$ cat config.mk
export PLATFORM = sky130hd
export DESIGN_NAME = command_line_tokenizer_core
export DESIGN_NICKNAME = d
export VERILOG_FILES = /design/src/rtl/clt_pkg.sv /design/src/rtl/clt_front.sv /design/src/rtl/clt_fifo.sv /design/src/rtl/clt_back.sv /design/src/rtl/command_line_tokenizer_core.sv
export VERILOG_INCLUDE_DIRS = /design/src /design/src/rtl
export SDC_FILE = /design/constraint.sdc
export NUM_CORES = 1
export LEC_CHECK = 0
export ABC_AREA = 1
export BUFFER_PORTS_ARGS = -buffer_cell sky130_fd_sc_hd__buf_2
export CAP_MARGIN = 15
export CORE_UTILIZATION = 35
export CTS_BUF_LIST = sky130_fd_sc_hd__clkbuf_8
export DETAILED_ROUTE_END_ITERATION = 7
export GPL_TIMING_DRIVEN = 0
export PLACE_DENSITY_LB_ADDON = 0.12
export RECOVER_POWER = 50
export SYNTH_ARGS = -nofsm -noshare
export SYNTH_HDL_FRONTEND = slang
export SYNTH_SLANG_ARGS = --single-unit
$ cat constraint.sdc
create_clock -name clk_i -period 3.95 [get_ports clk_i]
set_clock_uncertainty 0.15 [all_clocks]
set_input_delay 0.79 -clock clk_i [delete_from_list [all_inputs] [get_ports clk_i]]
set_output_delay 0.79 -clock clk_i [all_outputs]
set_load 0.02 [all_outputs]
$ cat src/rtl/command_line_tokenizer_core_defines.svh
// Assertion macros used by the tokenizer top level.
`ifndef COMMAND_LINE_TOKENIZER_CORE_DEFINES_SVH
`define COMMAND_LINE_TOKENIZER_CORE_DEFINES_SVH

// Check that a condition implies another in the same cycle.
`define CLT_ASSERT_IMP(label, clk, rst_n, ante, cons, msg) \
  label: assert property (@(posedge clk) disable iff (!rst_n) (ante) |-> (cons)) \
    else $error(msg);

// Check that a condition implies another in the next cycle.
`define CLT_ASSERT_NEXT(label, clk, rst_n, ante, cons, msg) \
  label: assert property (@(posedge clk) disable iff (!rst_n) (ante) |=> (cons)) \
    else $error(msg);

`endif

$ cat src/rtl/clt_pkg.sv
// Shared types and constants of the command line tokenizer.
package clt_pkg;

  // Result kinds
  typedef enum logic [1:0] {
    KIND_CHAR     = 2'd0,
    KIND_END_ARG  = 2'd1,
    KIND_END_LINE = 2'd2
  } kind_e;

  // Most results one byte can cause
  localparam int unsigned SLOTS = 3;

  // One result request
  typedef struct packed {
    kind_e      kind;
    logic [7:0] byte_val;
    logic [7:0] index;
    logic [7:0] total;
  } rec_t;

  // All results of one byte, in order of slot 0 to slot 2
  typedef struct packed {
    logic [SLOTS-1:0] valid;
    rec_t [SLOTS-1:0] slot;
  } bundle_t;

endpackage

$ cat src/rtl/clt_front.sv
// Front end: parse state, byte classification and result bundle building.
module clt_front #(
  parameter int unsigned COUNT_MAX = 255
) (
  input  logic            clk_i,
  input  logic            rst_ni,
  input  logic            take_i,
  input  logic [7:0]      byte_value_i,
  input  logic            cfg_we_i,
  input  logic [7:0]      arg_limit_i,
  output logic            bndl_push_o,
  output clt_pkg::bundle_t bndl_o
);

  localparam int unsigned CntW = $clog2(COUNT_MAX + 1);
  localparam int unsigned CmpW = (CntW > 8) ? CntW : 8;
  localparam logic [CntW-1:0] CntMax = CntW'(COUNT_MAX);

  localparam logic [7:0] ChNul    = 8'h00;
  localparam logic [7:0] ChSpace  = 8'h20;
  localparam logic [7:0] ChTab    = 8'h09;
  localparam logic [7:0] ChNl     = 8'h0A;
  localparam logic [7:0] ChDquote = 8'h22;
  localparam logic [7:0] ChSquote = 8'h27;
  localparam logic [7:0] ChBslash = 8'h5C;

  typedef enum logic [1:0] {
    MODE_BETWEEN = 2'd0,
    MODE_PLAIN   = 2'd1,
    MODE_QUOTED  = 2'd2
  } mode_e;

  mode_e           mode_q, mode_d, eff_mode;
  logic            qs_q, qs_d;
  logic            esc_q, esc_d;
  logic [CntW-1:0] cnt_q, cnt_d;
  logic [7:0]      limit_q;

  logic            active, in_arg, is_space, is_quote, is_escapable;
  logic            stop, skip, finish;
  logic [7:0]      qchar;
  logic [CntW-1:0] cnt_inc, cnt_fin;
  logic [CmpW-1:0] cnt_ext, cnt_fin_ext, limit_ext;
  logic [7:0]      cnt_now8, cnt_fin8;
  clt_pkg::bundle_t bndl;

  // Classify the byte
  assign is_space     = (byte_value_i == ChSpace) || (byte_value_i == ChTab) ||
                        (byte_value_i == ChNl);
  assign is_quote     = (byte_value_i == ChDquote) || (byte_value_i == ChSquote);
  assign is_escapable = is_quote || (byte_value_i == ChBslash);
  assign in_arg       = (mode_q != MODE_BETWEEN);
  assign qchar        = qs_q ? ChSquote : ChDquote;

  // Check the argument limit and form the count after an argument ends
  assign cnt_ext     = CmpW'(cnt_q);
  assign limit_ext   = CmpW'(limit_q);
  assign active      = (limit_q == 8'd0) || (cnt_ext < limit_ext);
  assign cnt_inc     = (cnt_q < CntMax) ? cnt_q + CntW'(1) : cnt_q;
  assign cnt_fin     = active ? cnt_inc : cnt_q;
  assign cnt_fin_ext = CmpW'(cnt_fin);
  assign cnt_now8    = cnt_ext[7:0];
  assign cnt_fin8    = cnt_fin_ext[7:0];

  // Build the result bundle and the next parse state
  always_comb begin
    mode_d   = mode_q;
    qs_d     = qs_q;
    esc_d    = esc_q;
    cnt_d    = cnt_q;
    eff_mode = mode_q;
    stop     = 1'b0;
    skip     = 1'b0;
    finish   = 1'b0;

    bndl.valid = '0;
    bndl.slot[0] = '{kind: clt_pkg::KIND_CHAR, byte_val: ChBslash,
                     index: cnt_now8, total: cnt_now8};
    bndl.slot[1] = '{kind: clt_pkg::KIND_CHAR, byte_val: byte_value_i,
                     index: cnt_now8, total: cnt_now8};
    bndl.slot[2] = '{kind: clt_pkg::KIND_END_LINE, byte_val: 8'd0,
                     index: cnt_now8, total: cnt_now8};

    // Resolve a pending backslash
    if (in_arg && esc_q) begin
      esc_d         = 1'b0;
      bndl.valid[0] = active;
      if (is_escapable) begin
        bndl.slot[0].byte_val = byte_value_i;
        stop                  = 1'b1;
      end
    end

    if (!stop) begin
      if (byte_value_i == ChNul) begin
        // End of line: close any open argument, report the count, reset
        if (in_arg) begin
          bndl.valid[1]          = active;
          bndl.slot[1].kind      = clt_pkg::KIND_END_ARG;
          bndl.slot[1].byte_val  = 8'd0;
          bndl.slot[1].total     = cnt_fin8;
          bndl.slot[2].index     = cnt_fin8;
          bndl.slot[2].total     = cnt_fin8;
        end
        bndl.valid[2] = 1'b1;
        mode_d        = MODE_BETWEEN;
        qs_d          = 1'b0;
        esc_d         = 1'b0;
        cnt_d         = '0;
      end else begin
        // Open an argument or skip whitespace
        if (mode_q == MODE_BETWEEN) begin
          if (is_space) begin
            skip = 1'b1;
          end else if (is_quote) begin
            mode_d = MODE_QUOTED;
            qs_d   = (byte_value_i == ChSquote);
            skip   = 1'b1;
          end else begin
            mode_d   = MODE_PLAIN;
            eff_mode = MODE_PLAIN;
          end
        end

        if (!skip) begin
          if (eff_mode == MODE_QUOTED) begin
            finish = (byte_value_i == ChNl) || (byte_value_i == qchar);
          end else begin
            finish = is_space;
          end

          if (finish) begin
            bndl.valid[1]         = active;
            bndl.slot[1].kind     = clt_pkg::KIND_END_ARG;
            bndl.slot[1].byte_val = 8'd0;
            bndl.slot[1].total    = cnt_fin8;
            cnt_d                 = cnt_fin;
            mode_d                = MODE_BETWEEN;
            esc_d                 = 1'b0;
          end else if (byte_value_i == ChBslash) begin
            esc_d = 1'b1;
          end else begin
            bndl.valid[1] = active;
          end
        end
      end
    end
  end

  // Hold parse state and the limit register
  always_ff @(posedge clk_i or negedge rst_ni) begin
    if (!rst_ni) begin
      mode_q  <= MODE_BETWEEN;
      qs_q    <= 1'b0;
      esc_q   <= 1'b0;
      cnt_q   <= '0;
      limit_q <= 8'd0;
    end else begin
      if (take_i) begin
        mode_q <= mode_d;
        qs_q   <= qs_d;
        esc_q  <= esc_d;
        cnt_q  <= cnt_d;
      end
      if (cfg_we_i) begin
        limit_q <= arg_limit_i;
      end
    end
  end

  // Push only bytes that cause results
  assign bndl_push_o = take_i && (|bndl.valid);
  assign bndl_o      = bndl;

endmodule

$ cat src/rtl/clt_fifo.sv
// Bundle queue between the front end and the back end.
module clt_fifo #(
  parameter int unsigned DEPTH = 4
) (
  input  logic             clk_i,
  input  logic             rst_ni,
  input  logic             push_i,
  input  clt_pkg::bundle_t data_i,
  output logic             full_o,
  input  logic             pop_i,
  output logic             empty_o,
  output clt_pkg::bundle_t data_o
);

  localparam int unsigned PtrW = (DEPTH > 1) ? $clog2(DEPTH) : 1;
  localparam int unsigned CntW = $clog2(DEPTH + 1);
  localparam logic [PtrW-1:0] LastPtr = PtrW'(DEPTH - 1);
  localparam logic [CntW-1:0] FullCnt = CntW'(DEPTH);

  clt_pkg::bundle_t mem_q [DEPTH];
  logic [PtrW-1:0]  wr_q, rd_q;
  logic [CntW-1:0]  cnt_q;
  logic             do_push, do_pop;

  assign full_o  = (cnt_q == FullCnt);
  assign empty_o = (cnt_q == '0);
  assign do_push = push_i && !full_o;
  assign do_pop  = pop_i && !empty_o;
  assign data_o  = mem_q[rd_q];

  // Store pushed bundles
  always_ff @(posedge clk_i) begin
    if (do_push) begin
      mem_q[wr_q] <= data_i;
    end
  end

  // Advance pointers and the fill count
  always_ff @(posedge clk_i or negedge rst_ni) begin
    if (!rst_ni) begin
      wr_q  <= '0;
      rd_q  <= '0;
      cnt_q <= '0;
    end else begin
      if (do_push) begin
        wr_q <= (wr_q == LastPtr) ? '0 : wr_q + PtrW'(1);
      end
      if (do_pop) begin
        rd_q <= (rd_q == LastPtr) ? '0 : rd_q + PtrW'(1);
      end
      if (do_push && !do_pop) begin
        cnt_q <= cnt_q + CntW'(1);
      end else if (do_pop && !do_push) begin
        cnt_q <= cnt_q - CntW'(1);
      end
    end
  end

endmodule

$ cat src/rtl/clt_back.sv
// Back end: walk the slots of each bundle and feed the output register.
module clt_back (
  input  logic             clk_i,
  input  logic             rst_ni,
  input  logic             head_empty_i,
  input  clt_pkg::bundle_t head_i,
  output logic             head_pop_o,
  input  logic             pop_i,
  output logic             empty_o,
  output clt_pkg::rec_t    rec_o,
  output logic             last_o
);

  localparam int unsigned Slots = clt_pkg::SLOTS;

  logic [Slots-1:0] done_q, done_d;
  logic [Slots-1:0] remain, sel, remain_after;
  logic             out_valid_q, out_take, load, sel_last;
  clt_pkg::rec_t    rec_q, sel_rec;
  logic             last_q;

  // Pick the oldest slot still to send
  assign remain = head_i.valid & ~done_q;

  always_comb begin
    sel     = '0;
    sel_rec = head_i.slot[0];
    priority if (remain[0]) begin
      sel[0]  = 1'b1;
      sel_rec = head_i.slot[0];
    end else if (remain[1]) begin
      sel[1]  = 1'b1;
      sel_rec = head_i.slot[1];
    end else if (remain[2]) begin
      sel[2]  = 1'b1;
      sel_rec = head_i.slot[2];
    end else begin
      sel = '0;
    end
  end

  assign remain_after = remain & ~sel;
  assign sel_last     = (remain_after == '0);
  assign out_take     = pop_i && out_valid_q;
  assign load         = !head_empty_i && (!out_valid_q || out_take);
  assign head_pop_o   = load && sel_last;

  // Mark sent slots, clear when the bundle leaves
  always_comb begin
    done_d = done_q;
    if (load) begin
      done_d = sel_last ? '0 : (done_q | sel);
    end
  end

  always_ff @(posedge clk_i or negedge rst_ni) begin
    if (!rst_ni) begin
      done_q      <= '0;
      out_valid_q <= 1'b0;
    end else begin
      done_q <= done_d;
      if (load) begin
        out_valid_q <= 1'b1;
      end else if (out_take) begin
        out_valid_q <= 1'b0;
      end
    end
  end

  // Hold the shown result
  always_ff @(posedge clk_i) begin
    if (load) begin
      rec_q  <= sel_rec;
      last_q <= sel_last;
    end
  end

  assign empty_o = !out_valid_q;
  assign rec_o   = rec_q;
  assign last_o  = last_q;

endmodule

$ cat src/rtl/command_line_tokenizer_core.sv
// Command line tokenizer top level: front end, bundle queue, back end.
//
//   channel  | handshake    | payload
//   ---------+--------------+-----------------------------------------------
//   input    | push / full  | byte_value_i
//   result   | pop / empty  | result_kind_o out_byte_o arg_index_o
//            |              | arg_total_o last_of_run_o
//   config   | cfg_we_i     | arg_limit_i
//
// The front end takes one byte per cycle while the bundle queue has room.
// Each byte causes zero to three results; the back end sends one result per
// cycle while pop is held, one slot of the head bundle after another.
// The first result of a byte passes the bundle queue and then the output register.
// Reset clears the parse state, the argument count, the limit, the bundle queue
// and the output register. A stalled result side fills the bundle queue
// (FIFO_DEPTH bundles) and then raises full.
module command_line_tokenizer_core #(
  parameter int unsigned COUNT_MAX  = 255,
  parameter int unsigned FIFO_DEPTH = 4
) (
  input  logic       clk_i,
  input  logic       rst_ni,
  input  logic       push,
  output logic       full,
  input  logic [7:0] byte_value_i,
  output logic       empty,
  input  logic       pop,
  output logic [1:0] result_kind_o,
  output logic [7:0] out_byte_o,
  output logic [7:0] arg_index_o,
  output logic [7:0] arg_total_o,
  output logic       last_of_run_o,
  input  logic       cfg_we_i,
  input  logic [7:0] arg_limit_i
);

  `include "command_line_tokenizer_core_defines.svh"

  logic             take, bndl_push, head_empty, head_pop;
  clt_pkg::bundle_t bndl, head;
  clt_pkg::rec_t    rec;
  logic             last;
  logic             shown_eol, shown_mark, took_mid;

  // Accept a byte request while the queue has room
  assign take = push && !full;

  clt_front #(
    .COUNT_MAX (COUNT_MAX)
  ) u_front (
    .clk_i        (clk_i),
    .rst_ni       (rst_ni),
    .take_i       (take),
    .byte_value_i (byte_value_i),
    .cfg_we_i     (cfg_we_i),
    .arg_limit_i  (arg_limit_i),
    .bndl_push_o  (bndl_push),
    .bndl_o       (bndl)
  );

  clt_fifo #(
    .DEPTH (FIFO_DEPTH)
  ) u_fifo (
    .clk_i   (clk_i),
    .rst_ni  (rst_ni),
    .push_i  (bndl_push),
    .data_i  (bndl),
    .full_o  (full),
    .pop_i   (head_pop),
    .empty_o (head_empty),
    .data_o  (head)
  );

  clt_back u_back (
    .clk_i        (clk_i),
    .rst_ni       (rst_ni),
    .head_empty_i (head_empty),
    .head_i       (head),
    .head_pop_o   (head_pop),
    .pop_i        (pop),
    .empty_o      (empty),
    .rec_o        (rec),
    .last_o       (last)
  );

  // Drive result ports
  assign result_kind_o = rec.kind;
  assign out_byte_o    = rec.byte_val;
  assign arg_index_o   = rec.index;
  assign arg_total_o   = rec.total;
  assign last_of_run_o = last;

  // Conditions watched by the checks below
  assign shown_eol  = !empty && (result_kind_o == clt_pkg::KIND_END_LINE);
  assign shown_mark = !empty && (result_kind_o != clt_pkg::KIND_CHAR);
  assign took_mid   = pop && !empty && !last_of_run_o;

  // End of line is always the final result of its byte
  `CLT_ASSERT_IMP(a_eol_last, clk_i, rst_ni, shown_eol, last_of_run_o, "end of line not last")

  // End of line reports the same count in index and total
  `CLT_ASSERT_IMP(a_eol_count, clk_i, rst_ni, shown_eol, arg_index_o == arg_total_o, "eol count")

  // Only argument characters carry a byte
  `CLT_ASSERT_IMP(a_mark_byte, clk_i, rst_ni, shown_mark, out_byte_o == 8'd0, "mark has a byte")

  // A taken result that was not last is followed by another one
  `CLT_ASSERT_NEXT(a_run_cont, clk_i, rst_ni, took_mid, !empty, "run of results broken")

endmodule
== Word level (Yosys, flattened, before mapping) ==
Memories as Yosys holds them, arrays and structs flattened.
Cells that the tools add are included.
Word-level totals
  memory bits (writable): 276
  latch bits: 0
  ROM bits: 0
  input port bits: 21
  memories: 1
  register bits after elaboration: 58
  logic and storage cells: 150
Cells by class
  divide/modulo/power cells: 0
  order comparisons: 2
  $mul: 0
  equality and inequality tests: 12
  reductions and logical operators: 35
  shifts and indexed selects: 0
  multiplexer cells: 74
  bitwise gates (word level): 6
  add/subtract/negate cells: 5
Memories
  u_fifo.mem_q: depth 4, width 69, rd ports 1, clocked after memory_dff 0, wr ports 1, RTL line clt_fifo.sv:20  | clt_pkg::bundle_t mem_q [DEPTH];
Operators by type and width (count)
  26-bit 2-to-1 mux: 5
  8-bit 2-to-1 mux: 10
  1-bit 2-to-1 mux: 36
  2-bit 2-to-1 mux: 15
  8-bit by 6-bit == test with 1-bit output, second input constant: 3
  10-bit 2-to-1 mux: 2
  8-bit by 4-bit == test with 1-bit output, second input constant: 2
  8-bit logical NOT: 2
  16-bit 2-to-1 mux: 1
  3-bit 2-to-1 mux: 4
  1-bit logical AND: 10
  2-bit nonzero test: 5
  9-bit 2-to-1 mux: 1
  8-bit by 1-bit adder with 8-bit output, second input constant: 1
  8-bit by 7-bit == test with 1-bit output, second input constant: 1
  8-bit == test: 1
  8-bit < comparator: 1
  8-bit < comparator, second input constant: 1
  1-bit logical OR: 7
  3-bit bitwise AND: 2
  2-bit == test, second input constant: 3
  3-bit logical NOT: 2
  3-bit NOT: 2
  1-bit logical NOT: 5
  other kinds (11): 12

== Logic depth before layout (Yosys ltp) ==
Gate-level depths: netlist of run 1.
  word-level depth: 23
  gate-level depth with buffers: 20
  depth with buffers taken out: 19

== Modules after synthesis ==
From an unflattened synthesis of run 1, not the netlist that was laid out.
Unflattened totals
  cells, all modules: 1676
  area, all modules: 18858.1 um2
By module, submodules not included
  clt_fifo: cells an instance 1005, area an instance 14239.9 um2, instances 1
  clt_front: cells an instance 383, area an instance 2426.1 um2, instances 1
  clt_back: cells an instance 286, area an instance 2182.1 um2, instances 1
  command_line_tokenizer_core: cells an instance 2, area an instance 10.0 um2, instances 1

== Least setup slack after synthesis of run 1 ==
No wires, ideal clock.
  path kind: input -> register
  start point: input port byte_value_i[7]
  end point: memory u_fifo.mem_q[0][16] (netlist name) (enable)
  data arrival time: 2827 ps
  setup time: 410 ps
  setup slack: 562 ps
  required time: 3390 ps
  buffers on the path: 0
  stages on the path: 12
  cells stage by stage: inv_1 -> nand2_1 -> nor2_4 -> nand2_2 -> nand3_2 -> nand2_4 -> inv_2 -> a21oi_4 -> nand2_2 -> nand2_4 -> nand2_8 -> nor2_2
On the way
  longest elaborated chain between the ends: 21
  elaborated cells between the ends (all ways): 41
RTL lines
  start: declaration: RTL line command_line_tokenizer_core.sv:25  | input logic [7:0] byte_value_i,
  8-bit by 6-bit == test with 1-bit output (tied with other cells): RTL line clt_front.sv:50  | assign is_quote = (byte_value_i == ChDquote) || (byte_value_i == ChSquote);
  1-bit logical OR, on equally long branches: RTL line clt_front.sv:50, clt_front.sv:48
  2-bit 2-to-1 mux or 1-bit logical OR (tied branches): RTL line clt_front.sv:115, clt_front.sv:48
  2-bit 2-to-1 mux: RTL line clt_front.sv:113  | if (is_space) begin
  2-bit 2-to-1 mux: RTL line clt_front.sv:112  | if (mode_q == MODE_BETWEEN) begin
  2-bit 2-to-1 mux: RTL line clt_front.sv:95  | if (byte_value_i == ChNul) begin
  2-bit 2-to-1 mux: RTL line clt_front.sv:94  | if (!stop) begin
  2-bit == test: RTL line clt_front.sv:126  | if (eff_mode == MODE_QUOTED) begin
  (+5 left out)
  1-bit 2-to-1 mux: RTL line clt_front.sv:125  | if (!skip) begin
  1-bit 2-to-1 mux: RTL line clt_front.sv:95
  2-bit 2-to-1 mux (*): RTL line clt_front.sv:94
  3-bit OR reduction (*): RTL line clt_front.sv:172  | assign bndl_push_o = take_i && (|bndl.valid);
  1-bit logical AND (*): RTL line clt_front.sv:172
  1-bit logical AND (*): RTL line clt_fifo.sv:27  | assign do_push = push_i && !full_o;
  1-bit 2-to-1 mux (*): RTL line clt_fifo.sv:33  | if (do_push) begin
  1-bit 2-to-1 mux (implied by the code) (*): RTL line clt_fifo.sv:34  | mem_q[wr_q] <= data_i;
  end: declaration: RTL line clt_fifo.sv:20
Every way passes the cells marked *; elsewhere a longest branch is shown, timed or not. The select of a mux whose other input is x is not followed.

== Final worst setup path of run 1 ==
  start point: register u_front.cnt_q[7], in the netlist u_front.cnt_ext[7]
  end point: register u_fifo.cnt_q[2]
On the way
  longest elaborated chain between the ends: 13
  elaborated cells between the ends (all ways): 17
RTL lines
  start: declaration: RTL line clt_front.sv:36  | logic [CntW-1:0] cnt_q, cnt_d;
  start signal: assignment: RTL line clt_front.sv:163  | cnt_q <= cnt_d;
  8-bit < comparator (*): RTL line clt_front.sv:58  | assign active = (limit_q == 8'd0) || (cnt_ext < limit_ext);
  1-bit logical OR (*): RTL line clt_front.sv:58
  1-bit 2-to-1 mux: RTL line clt_front.sv:140  | end else if (byte_value_i == ChBslash) begin
  1-bit 2-to-1 mux: RTL line clt_front.sv:132  | if (finish) begin
  1-bit 2-to-1 mux: RTL line clt_front.sv:125
  1-bit 2-to-1 mux: RTL line clt_front.sv:95
  2-bit 2-to-1 mux: RTL line clt_front.sv:94
  3-bit OR reduction (*): RTL line clt_front.sv:172
  1-bit logical AND (*): RTL line clt_front.sv:172
  1-bit logical AND (*): RTL line clt_fifo.sv:27
  via u_fifo.do_push: RTL line clt_fifo.sv:23  | logic do_push, do_pop;
  1-bit logical NOT: RTL line clt_fifo.sv:53  | end else if (do_pop && !do_push) begin
  1-bit logical AND: RTL line clt_fifo.sv:53
  2-bit nonzero test (no line)
  end signal: assignment: RTL line clt_fifo.sv:52  | cnt_q <= cnt_q + CntW'(1);
  end signal: assignment: RTL line clt_fifo.sv:54  | cnt_q <= cnt_q - CntW'(1);
  end: declaration: RTL line clt_fifo.sv:22  | logic [CntW-1:0] cnt_q;
The timed path passes the listed nets; every way through them passes the cells marked *.
A chain may end at the register's enable or synchronous reset.

==> flow_metrics.env, run 1 <==
export IMPL_status="finished with violations"
export IMPL_violations="max-capacitance violations, max-slew violations"
export IMPL_die_h_um=176
export IMPL_io_pins=50
export IMPL_ys_async_sr_fraction_pct=13.2
export IMPL_drive_gt1_share_pct=13.9
export IMPL_cp_num_buf_inv=3
export IMPL_synth_edf_count=203
export IMPL_rsz0062_at_grt="no"
export IMPL_antenna_cells=0
export IMPL_vias=7443
export IMPL_cts_max_path_buffers=3
export IMPL_postLayoutCoreUtil_pct=41.0
export IMPL_post_place_ws_ns=0.557
export IMPL_synth_compound_area_share_pct=12.8
export IMPL_post_cts_buffers=0
export IMPL_path_common_cell="a21oi_1"
export IMPL_routed_wl_mm=28.0
export IMPL_cts_resized=0
export IMPL_start_util_pct=35.7
export IMPL_yosys_cell_count_top_type="edfxtp_1"
export IMPL_yosys_most_used_dff="edfxtp_1"
export IMPL_start_kind="flop"
export IMPL_worstSetupPathType="flop to flop"
export IMPL_p_int_mw=5.95
export IMPL_cts_root_buf="clkbuf_8"
export IMPL_post_route_drc_count=0
export IMPL_muxShareOfSynthArea_pct=0.212
export IMPL_grt_max_degree=32
export IMPL_drt_iter0_markers=581
export IMPL_cp_required_ns=4.21
export IMPL_hold_path_class="input port to flop"
export IMPL_clkLatencyLatePin_ns=0.54
export IMPL_vdd_drop_max_v=0.000259
export IMPL_tightestPinTransition_ns=1.81
export IMPL_finalCritPeriodShare_pct=87.3
export IMPL_synth_top_family_by_area="simple AND/OR/NAND/NOR gates"
export IMPL_synthTopCellsByArea="edfxtp_1 (57%), dfrtp_1 (7.3%), nand2_1 (5.9%), o21ai_0 (3.7%), nor2_1 (3.5%)"
export IMPL_setup_viol=0
export IMPL_grtUsageTotal_pct=18.5
export IMPL_ys_seq_elements=234
export IMPL_dieArea_sq_um=31100
export IMPL_slew_violations=32
export IMPL_powerDensity_nw_per_um2=828
export IMPL_yosys_area_top_type="edfxtp_1"
export IMPL_fin_area_sq_um=12200
export IMPL_synth_seq_area_share_pct=64.5
export IMPL_cts_htree_levels=2
export IMPL_clkTransAtPathRegs_ns=0.06
export IMPL_syn_cell_area_sq_um=10600
export IMPL_period_needed_ns=3.45
export IMPL_dp_hpwl_mm=19.1
export IMPL_syn_area_per_cell_sq_um=11.1
export IMPL_netlist_cell_type_count=50
export IMPL_gp_congestion=0.812
export IMPL_leakage_nw=4.54
export IMPL_clkPwrFrac_pct=20.5
export IMPL_combinationalPowerShare_pct=41.0
export IMPL_cp_slowest_stage_delay_ns=0.64
export IMPL_cts_sinks=234
export IMPL_io_buffers=49
export IMPL_max_freq_mhz=290
export IMPL_final_setup_worst_slack_ns=0.500
export IMPL_synthAdderAreaFrac_pct=1.83
export IMPL_core_sq_um=29800
export IMPL_seqPwrFrac_pct=38.5
export IMPL_worstPathArrival_ns=3.71
export IMPL_synthSimpleGateAreaFrac_pct=15.1
export IMPL_antenna_found_initial=0
export IMPL_avgViaCountPerCell=5.02
export IMPL_die_x_um=176
export IMPL_grt_pass1_vias=7232
export IMPL_ant_nets=0
export IMPL_grt_first_pass_wirelength_mm=43.2
export IMPL_hold_viol_final=0
export IMPL_yosys_area_top_type_share_pct=57.3
export IMPL_area_growth_pct=14.7
export IMPL_cts_hold_buffers=0
export IMPL_cts_tree="done"
export IMPL_crit_path_cell_trace="ha_1 > a21oi_1 > o21a_1 > nand2_1 > buf_6 > a21oi_1 > nand2_1 > nand2_4 > nand2_8 > inv_2 > ha_1 > inv_1 > fa_1 > a21oi_1 > o21ai_0 > xor2_1"
export IMPL_dpl_cell_area_sq_um=11600
export IMPL_crit_slowest_cell="dfrtp_1"
export IMPL_synth_warning_count=0
export IMPL_report_power_total_mw=10.1
export IMPL_dr_pass1_iters=5
export IMPL_cts_buffers=42
export IMPL_max_cap_viol_count=1
export IMPL_routedWlPerCell_um=18.9
export IMPL_maxSlewHeadroom_pct=-20.9
export IMPL_p_sw_share_pct=41.1
export IMPL_row_count=63
export IMPL_grt_overflow=0
export IMPL_synthCells=961
export IMPL_nets=1101
export IMPL_p_sw_mw=4.16
export IMPL_whs_ns=0.292
export IMPL_crit_fanout=10
export IMPL_cp_top_family="adder cells"
export IMPL_synth_xor_area_share_pct=0.576
export IMPL_endpoint_kind="flop"
export IMPL_synth_common_cells="edfxtp_1 (203), nand2_1 (167), nor2_1 (100), o21ai_0 (79), inv_1 (54)"
[layout by cell type (no fill, tap or decap), types with 5 or more instances in the layout]
master,n
edfxtp_1,203
nand2_1,172
nor2_1,102
o21ai_0,84
inv_1,72
clkbuf_1,55
nand3_1,51
clkbuf_8,44
a21oi_1,42
buf_2,32
dfrtp_1,31
o22ai_1,29
o21ai_1,21
nand2_2,14
ha_1,14
o211ai_1,11
inv_2,10
a32oi_1,8
o2111ai_1,8
a21oi_2,8
clkinv_1,7
a32o_1,7
nor2_4,6
buf_6,5
xor2_1,5
[power by group through the flow]
stage                     registers [mW]  logic, mW  clock network [mW]
after detailed placement            3.94       4.29                   0
after floorplan                     4.07       2.58                   0
after global placement              3.96       4.13                   0
after CTS                           3.89       4.31                2.14
after global routing                3.96       4.59                2.25
final                               3.89       4.14                2.07
[per-layer routing]
layer / track usage, % / wire (um) / up-vias
li1: - / - / 3612
met5: 0 / 0 / -
met1: 26.4 / 13400 / 3560
met4: 6.32 / 754 / 0
met2: 28.7 / 12400 / 218
met3: 2.76 / 1430 / 53
[cell type report]
class / instances / area (sq um)
Sequential cell: 234 / 6870
Clock inverter: 27 / 148
Fill cell: 2919 / 17600
Multi-Input combinational cell: 614 / 3220
Timing Repair Buffer: 57 / 367
Clock buffer: 44 / 606
Buffer: 46 / 249
Tap cell: 390 / 488
Inverter: 70 / 265
[registers in the layout, summed over array words and instances (netlist names)]
register,cells
u_back.done_q,3
u_back.last_o,1
u_back.out_valid_q,1
u_back.rec_o,26
u_fifo.cnt_q,3
u_fifo.mem_q,176
u_fifo.rd_q,2
u_fifo.wr_q,2
u_front.cnt_ext,8
u_front.esc_q,1
u_front.limit_ext,8
u_front.mode_q,2
u_front.qs_q,1
[path summary, 6_finish.rpt]
| path | slack [ns] | cells after the start | startpoint | endpoint |
|---|---|---|---|---|
| setup / recovery | 0.50 | 16 | u_front.cnt_ext[7]$_DFFE_PN0P_ | u_fifo.cnt_q[2]$_DFFE_PN0P_ |
| min in group asynchronous | 0.59 | 1 | rst_ni | u_back.done_q[1]$_DFFE_PN0P_ |
| hold / removal | 0.29 | 2 | pop | u_back.out_valid_q$_DFFE_PN0P_ |
| max in group asynchronous | 2.01 | 1 | rst_ni | u_front.cnt_ext[2]$_DFFE_PN0P_ |
| hold reg to reg | 0.36 | 2 | u_back.done_q[2]$_DFFE_PN0P_ | u_back.done_q[2]$_DFFE_PN0P_ |
| setup reg to reg | 0.50 | 16 | u_front.cnt_ext[7]$_DFFE_PN0P_ | u_fifo.cnt_q[2]$_DFFE_PN0P_ |
[cell families after synthesis]
family / count (synthesis)
fa+ha+maj: 15
simple gates: 362
other cells: 1
compound gates: 224
xor+xnor: 7
mux: 2
flops: 234
buf+inv: 116
[per-stage QoR]
stage | cells | setup TNS (ns)
finish | 1482 | 0
global route | 1482 | 0
CTS | 1482 | 0
detailed placement | 1411 | 0
global placement | 1403 | -144.47
floorplan | 964 | 0
Power figures use the tool's default switching activity.
==> run 2: changes to the inputs <==
--- a/config.mk
+++ b/config.mk
@@ -7,11 +7,11 @@
 export NUM_CORES = 1
 export LEC_CHECK = 0
 export ABC_AREA = 1
-export BUFFER_PORTS_ARGS = -buffer_cell sky130_fd_sc_hd__buf_2
 export CAP_MARGIN = 15
 export CORE_UTILIZATION = 35
 export CTS_BUF_LIST = sky130_fd_sc_hd__clkbuf_8
 export DETAILED_ROUTE_END_ITERATION = 7
+export DONT_BUFFER_PORTS = 1
 export GPL_TIMING_DRIVEN = 0
 export PLACE_DENSITY_LB_ADDON = 0.12
 export RECOVER_POWER = 50
==> flow_metrics.env, run 2 (synthesis gave the netlist of run 1 again) <==
export IMPL_cts_max_path_buffers=3
export IMPL_post_route_drc_count=0
export IMPL_cts_buffers=42
export IMPL_antenna_cells=0
export IMPL_drt_iter0_markers=639
export IMPL_cts_sinks=234
export IMPL_dpl_cell_area_sq_um=11300
export IMPL_row_count=63
export IMPL_hold_depth=1
export IMPL_cts_tree="done"
export IMPL_whs_ns=0.186
export IMPL_top_usage_layer="met2"
export IMPL_grtUsageMet1_pct=26.5
export IMPL_crit_path_cell_trace="ha_1 > a21oi_1 > o21a_1 > nand2_1 > buf_6 > a21oi_1 > nand2_1 > nand2_4 > nand2_8 > nor2_4 > buf_12"
export IMPL_area_growth_pct=13.8
export IMPL_routed_wl_mm=28.3
export IMPL_cts_root_buf="clkbuf_8"
export IMPL_layout_commonest_cell="edfxtp_1"
export IMPL_worstSetupPathType="flop to flop"
export IMPL_ant_nets=0
export IMPL_finalCritPeriodShare_pct=89.1
export IMPL_worstPathArrival_ns=3.60
export IMPL_vias=7303
export IMPL_grt_max_degree=32
export IMPL_reg2reg_depth=11
export IMPL_io_pins=50
export IMPL_largest_reg_flops=176
export IMPL_dp_cells=1361
export IMPL_avgViaCountPerCell=5.07
export IMPL_grt_pass1_vias=6963
export IMPL_fin_cells=1441
export IMPL_violations="max-capacitance violations, max-slew violations"
export IMPL_fin_area_sq_um=12100
export IMPL_rsz0062_at_grt="no"
export IMPL_start_kind="flop"
export IMPL_crit_slowest_cell="nor2_4"
export IMPL_clkTransAtPathRegs_ns=0.06
export IMPL_max_freq_mhz=284
export IMPL_dp_hpwl_mm=19.3
export IMPL_endpoint_kind="flop"
export IMPL_grt_first_pass_wirelength_mm=42.5
export IMPL_core_sq_um=29800
export IMPL_gp_congestion=0.815
export IMPL_final_cell_mix="edfxtp_1 (203), nand2_1 (171), nor2_1 (103)"
export IMPL_fillCellCount=2919
export IMPL_cp_required_ns=4.03
export IMPL_grtUsageTotal_pct=18.5
export IMPL_setup_viol=0
export IMPL_period_needed_ns=3.52
export IMPL_start_util_pct=35.7
export IMPL_nets=1053
export IMPL_vdd_drop_max_v=0.000281
export IMPL_drive_gt1_share_pct=13.7
export IMPL_maxSlewHeadroom_pct=-27.0
export IMPL_hold_path_class="input port to flop"
export IMPL_status="finished with violations"
export IMPL_cts_htree_levels=2
export IMPL_hold_viol_final=0
export IMPL_max_cap_viol_count=1
export IMPL_dieArea_sq_um=31100
export IMPL_antenna_found_initial=0
export IMPL_path_depth=11
export IMPL_grtUsageMet3_pct=3.40
export IMPL_crit_fanout=23
export IMPL_regMostFlops="u_fifo.mem_q"
export IMPL_tightestPinTransition_ns=1.90
export IMPL_powerDensity_nw_per_um2=849
export IMPL_cp_slowest_stage_delay_ns=0.68
export IMPL_dr_pass1_iters=5
export IMPL_clkLatencyLatePin_ns=0.57
export IMPL_leakage_nw=4.51
export IMPL_cp_top_family="simple AND/OR/NAND/NOR gates"
export IMPL_die_x_um=176
export IMPL_post_cts_buffers=0
export IMPL_grt_met2_usage_pct=28.5
export IMPL_io_buffers=0
export IMPL_routedWlPerCell_um=19.6
export IMPL_grt_overflow=0
export IMPL_die_h_um=176
export IMPL_slew_violations=32
export IMPL_cp_num_buf_inv=2
==> run 2: changes by cell type in the layout (fill, tap and decap cells not counted), moves of 2 or more <==
cell	before	now
buf_2	32	19
bufinv_16	1	4
buf_16	3	1
o21ai_1	21	17
clkbuf_1	55	20
o21ai_0	84	88
clkinv_1	7	5
inv_1	72	76
==> run 2: what timing repair did <==
item / CTS / global route
gates resized for setup: 0 / 0
hold buffers: 2 / 0
hold endpoints to repair: 31 / 0
==> run 2: final cells by class <==
| type | instances | area (sq um) | area share, % |
|---|---|---|---|
| sequential | 234 | 6870 | 56.7 |
| multi-input combinational | 614 | 3220 | 26.6 |
| clock buffer | 44 | 606 | 5.00 |
| tap | 390 | 488 | 4.03 |
| clock inverter | 34 | 265 | 2.19 |
| inverter | 70 | 265 | 2.19 |
| buffer | 46 | 249 | 2.06 |
| timing repair buffer | 9 | 145 | 1.20 |
==> run 2: report_power, final <==
group	internal [mW]	total (mW)	switching, mW
clock	1.31	2.34	1.03
combinational	1.13	3.82	2.69
sequential	3.65	4.12	0.467
total	6.09	10.3	4.19
==> run 2: worst paths after layout <==
check                                                from                                to  slack [ns]
min in group asynchronous                          rst_ni  u_front.limit_ext[1]$_DFFE_PN0P_        1.15
hold reg to reg              u_back.done_q[2]$_DFFE_PN0P_      u_back.done_q[2]$_DFFE_PN0P_        0.36
setup / recovery           u_front.cnt_ext[7]$_DFFE_PN0P_     u_fifo.mem_q[1][42]$_DFFE_PP_        0.43
hold / removal                                        pop    u_back.out_valid_q$_DFFE_PN0P_        0.19
max in group asynchronous                          rst_ni     u_front.mode_q[0]$_DFFE_PN0P_        1.39
setup reg to reg           u_front.cnt_ext[7]$_DFFE_PN0P_     u_fifo.mem_q[1][42]$_DFFE_PP_        0.43
==> run 2: routing by layer <==
layer	part of all wire (%)	routed length [um]	vias to the layer above
met5	0	0	-
li1	-	-	3529
met3	5.9	1680	41
met2	45	12800	224
met4	1.7	467	0
met1	47	13400	3509
==> run 2: metrics by stage <==
step	TNS (ns)	power (mW)	util [%]	setup WS (ns)
after detailed placement	0	8.11	38.0	0.528
after global routing	0	10.9	40.7	0.212
after floorplan	0	6.65	-	0.562
after CTS	0	10.5	41.0	0.510
after global placement	-130.38	8.00	37.4	-0.815
final	0	10.3	40.7	0.431
==> run 3: changes to the inputs <==
==> constraint.sdc (replaced) <==
create_clock -name clk_i -period 3.4 [get_ports clk_i]
set_clock_uncertainty 0.15 [all_clocks]
set_input_delay 0.68 -clock clk_i [delete_from_list [all_inputs] [get_ports clk_i]]
set_output_delay 0.68 -clock clk_i [all_outputs]
set_load 0.02 [all_outputs]
==> flow_metrics.env, run 3 (synthesis gave the netlist of run 1 again) <==
export IMPL_hold_depth=1
export IMPL_cts_buffers=42
export IMPL_hold_viol_final=0
export IMPL_powerDensity_nw_per_um2=986
export IMPL_grt_first_pass_wirelength_mm=42.5
export IMPL_whs_ns=0.0731
export IMPL_regToRegEndpoint="u_fifo.mem_q[1][42]$_DFFE_PP_"
export IMPL_leakage_nw=4.51
export IMPL_report_power_total_mw=12.0
export IMPL_p_sw_mw=4.89
export IMPL_max_freq_mhz=310
export IMPL_start_util_pct=35.7
export IMPL_grt_pass1_vias=6969
export IMPL_drive_gt1_share_pct=14.9
export IMPL_tightestPinTransition_ns=1.88
export IMPL_r2r_slack_ns=0.17
export IMPL_dieArea_sq_um=31100
export IMPL_period_needed_ns=3.23
export IMPL_cts_htree_levels=2
export IMPL_holdPathEnd="u_back.out_valid_q$_DFFE_PN0P_"
export IMPL_grtUsageTotal_pct=18.5
export IMPL_regArea_sq_um=6880
export IMPL_worstSetupPathType="flop to flop"
export IMPL_p_sw_share_pct=40.8
export IMPL_clkLatencyLatePin_ns=0.57
export IMPL_max_cap_viol_count=1
export IMPL_p_int_mw=7.10
export IMPL_post_place_ws_ns=-0.0216
export IMPL_cts_tree="done"
export IMPL_final_setup_worst_slack_ns=0.175
export IMPL_dp_hpwl_mm=19.3
export IMPL_vdd_drop_max_v=0.000328
export IMPL_layout_commonest_cell="edfxtp_1"
export IMPL_clkPwrFrac_pct=22.7
export IMPL_reg2reg_depth=11
export IMPL_status="finished with violations"
export IMPL_multiInputGateArea_sq_um=3260
export IMPL_routed_wl_mm=28.4
export IMPL_finalCritPeriodShare_pct=94.9
export IMPL_die_x_um=176
export IMPL_start_kind="flop"
export IMPL_final_cell_mix="edfxtp_1 (203), nand2_1 (170), nor2_1 (102)"
export IMPL_seqPwrFrac_pct=39.7
export IMPL_cts_max_path_buffers=3
export IMPL_post_route_drc_count=0
export IMPL_worstPathArrival_ns=3.31
export IMPL_routedWlPerCell_um=19.6
export IMPL_antenna_cells=0
export IMPL_regMostFlops="u_fifo.mem_q"
export IMPL_io_buffers=0
export IMPL_row_count=63
export IMPL_ant_nets=0
export IMPL_hold_path_class="input port to flop"
export IMPL_setup_viol=0
export IMPL_vias=7353
export IMPL_crit_fanout=23
export IMPL_violations="max-capacitance violations, max-slew violations"
export IMPL_antenna_found_initial=0
export IMPL_worstReg2RegStart="u_front.cnt_ext[5]$_DFFE_PN0P_"
export IMPL_cts_sinks=234
export IMPL_cp_required_ns=3.49
export IMPL_endpoint_kind="flop"
export IMPL_maxSlewHeadroom_pct=-25.4
export IMPL_dr_pass1_iters=7
export IMPL_hp_start="pop"
export IMPL_die_h_um=176
export IMPL_nets=1055
export IMPL_grt_max_degree=32
export IMPL_area_growth_pct=14.3
export IMPL_combinationalPowerShare_pct=37.6
export IMPL_avgViaCountPerCell=5.10
export IMPL_slew_violations=32
export IMPL_fillCellCount=2926
export IMPL_rsz0062_at_grt="no"
export IMPL_largest_reg_flops=176
export IMPL_core_sq_um=29800
export IMPL_cts_root_buf="clkbuf_8"
export IMPL_gp_congestion=0.815
export IMPL_drt_iter0_markers=594
export IMPL_clkTransAtPathRegs_ns=0.06
export IMPL_io_pins=50
export IMPL_grt_overflow=0
run 3: cell types whose count changed in the layout (fill, tap and decap cells not counted), moves of 2 or more:
cell     change
ha_1         -2
ha_4         +2
dfrtp_2      +6
dfrtp_1      -6
run 3: metal layers:
layer / global-route usage, % / share of wire (%) / vias up
met5: 0 / 0 / -
met4: 5.10 / 1.8 / 0
met3: 3.40 / 5.0 / 49
met2: 28.6 / 45 / 194
met1: 26.5 / 48 / 3576
li1: - / - / 3534
run 3: final cells by class:
| class | count | area share, % |
|---|---|---|
| flip-flops and latches | 234 | 56.5 |
| clock buffers | 44 | 4.98 |
| repair buffers | 11 | 1.25 |
| plain buffers | 46 | 2.06 |
| well taps | 390 | 4.01 |
| multi-input cells | 614 | 26.8 |
| clock inverters | 34 | 2.18 |
| inverters | 70 | 2.18 |
run 3: timing repair:
action	4_1_cts	5_1_grt
hold buffers	2	0
resized for setup	3	5
setup buffers	0	2
endpoints found under the setup margin	34	47
endpoints found under the hold margin	31	0
run 3: power by group through the flow:
stage	clock (mW)	combinational (mW)	sequential (mW)
global placement	0	4.43	4.87
finish	2.72	4.51	4.77
CTS	2.79	4.62	4.78
detailed placement	0	4.59	4.84
floorplan	0	3.00	4.72
global route	2.90	5.00	4.84
run 3: worst max path at each step:
stage / from / endpoint / slack, ns / cells past startpoint
finish: u_front.cnt_ext[5]$_DFFE_PN0P_ / u_fifo.mem_q[1][42]$_DFFE_PP_ / 0.17 / 11
global route: u_front.cnt_ext[0]$_DFFE_PN0P_ / u_fifo.mem_q[1][42]$_DFFE_PP_ / 0.02 / 15
CTS: u_front.cnt_ext[3]$_DFFE_PN0P_ / u_fifo.mem_q[1][42]$_DFFE_PP_ / 0.05 / 14
detailed placement: u_front.cnt_ext[7]$_DFFE_PN0P_ / u_fifo.mem_q[1][23]$_DFFE_PP_ / -0.02 / 11
global placement: u_front.cnt_ext[1]$_DFFE_PN0P_ / u_fifo.mem_q[3][22]$_DFFE_PP_ / -1.37 / 13
floorplan: u_front.cnt_ext[7]$_DFFE_PN0P_ / u_fifo.mem_q[0][16]$_DFFE_PP_ / 0.1 / 10
run 3: worst max-delay path: stages (launching register included):
cell,delay [ns]
dfrtp_2,0.57
ha_4,0.26
a21oi_1,0.14
o21a_1,0.14
nand2_2,0.08
buf_6,0.16
a21oi_4,0.12
nand2_2,0.11
nand2_4,0.11
nand2_8,0.09
nor2_4,0.67
buf_12,0.28
run 3: through the flow:
step / instance area [sq um] / TNS, ns / util (%) / std cells
2_1_floorplan: 10700 / 0 / - / 964
3_3_place_gp: 11100 / -227.18 / 37.4 / 1354
3_5_place_dp: 11300 / -0.406 / 38.0 / 1361
4_1_cts: 12200 / 0 / 41.0 / 1441
6_report: 12200 / 0 / 40.8 / 1443
5_1_grt: 12200 / 0 / 40.8 / 1443
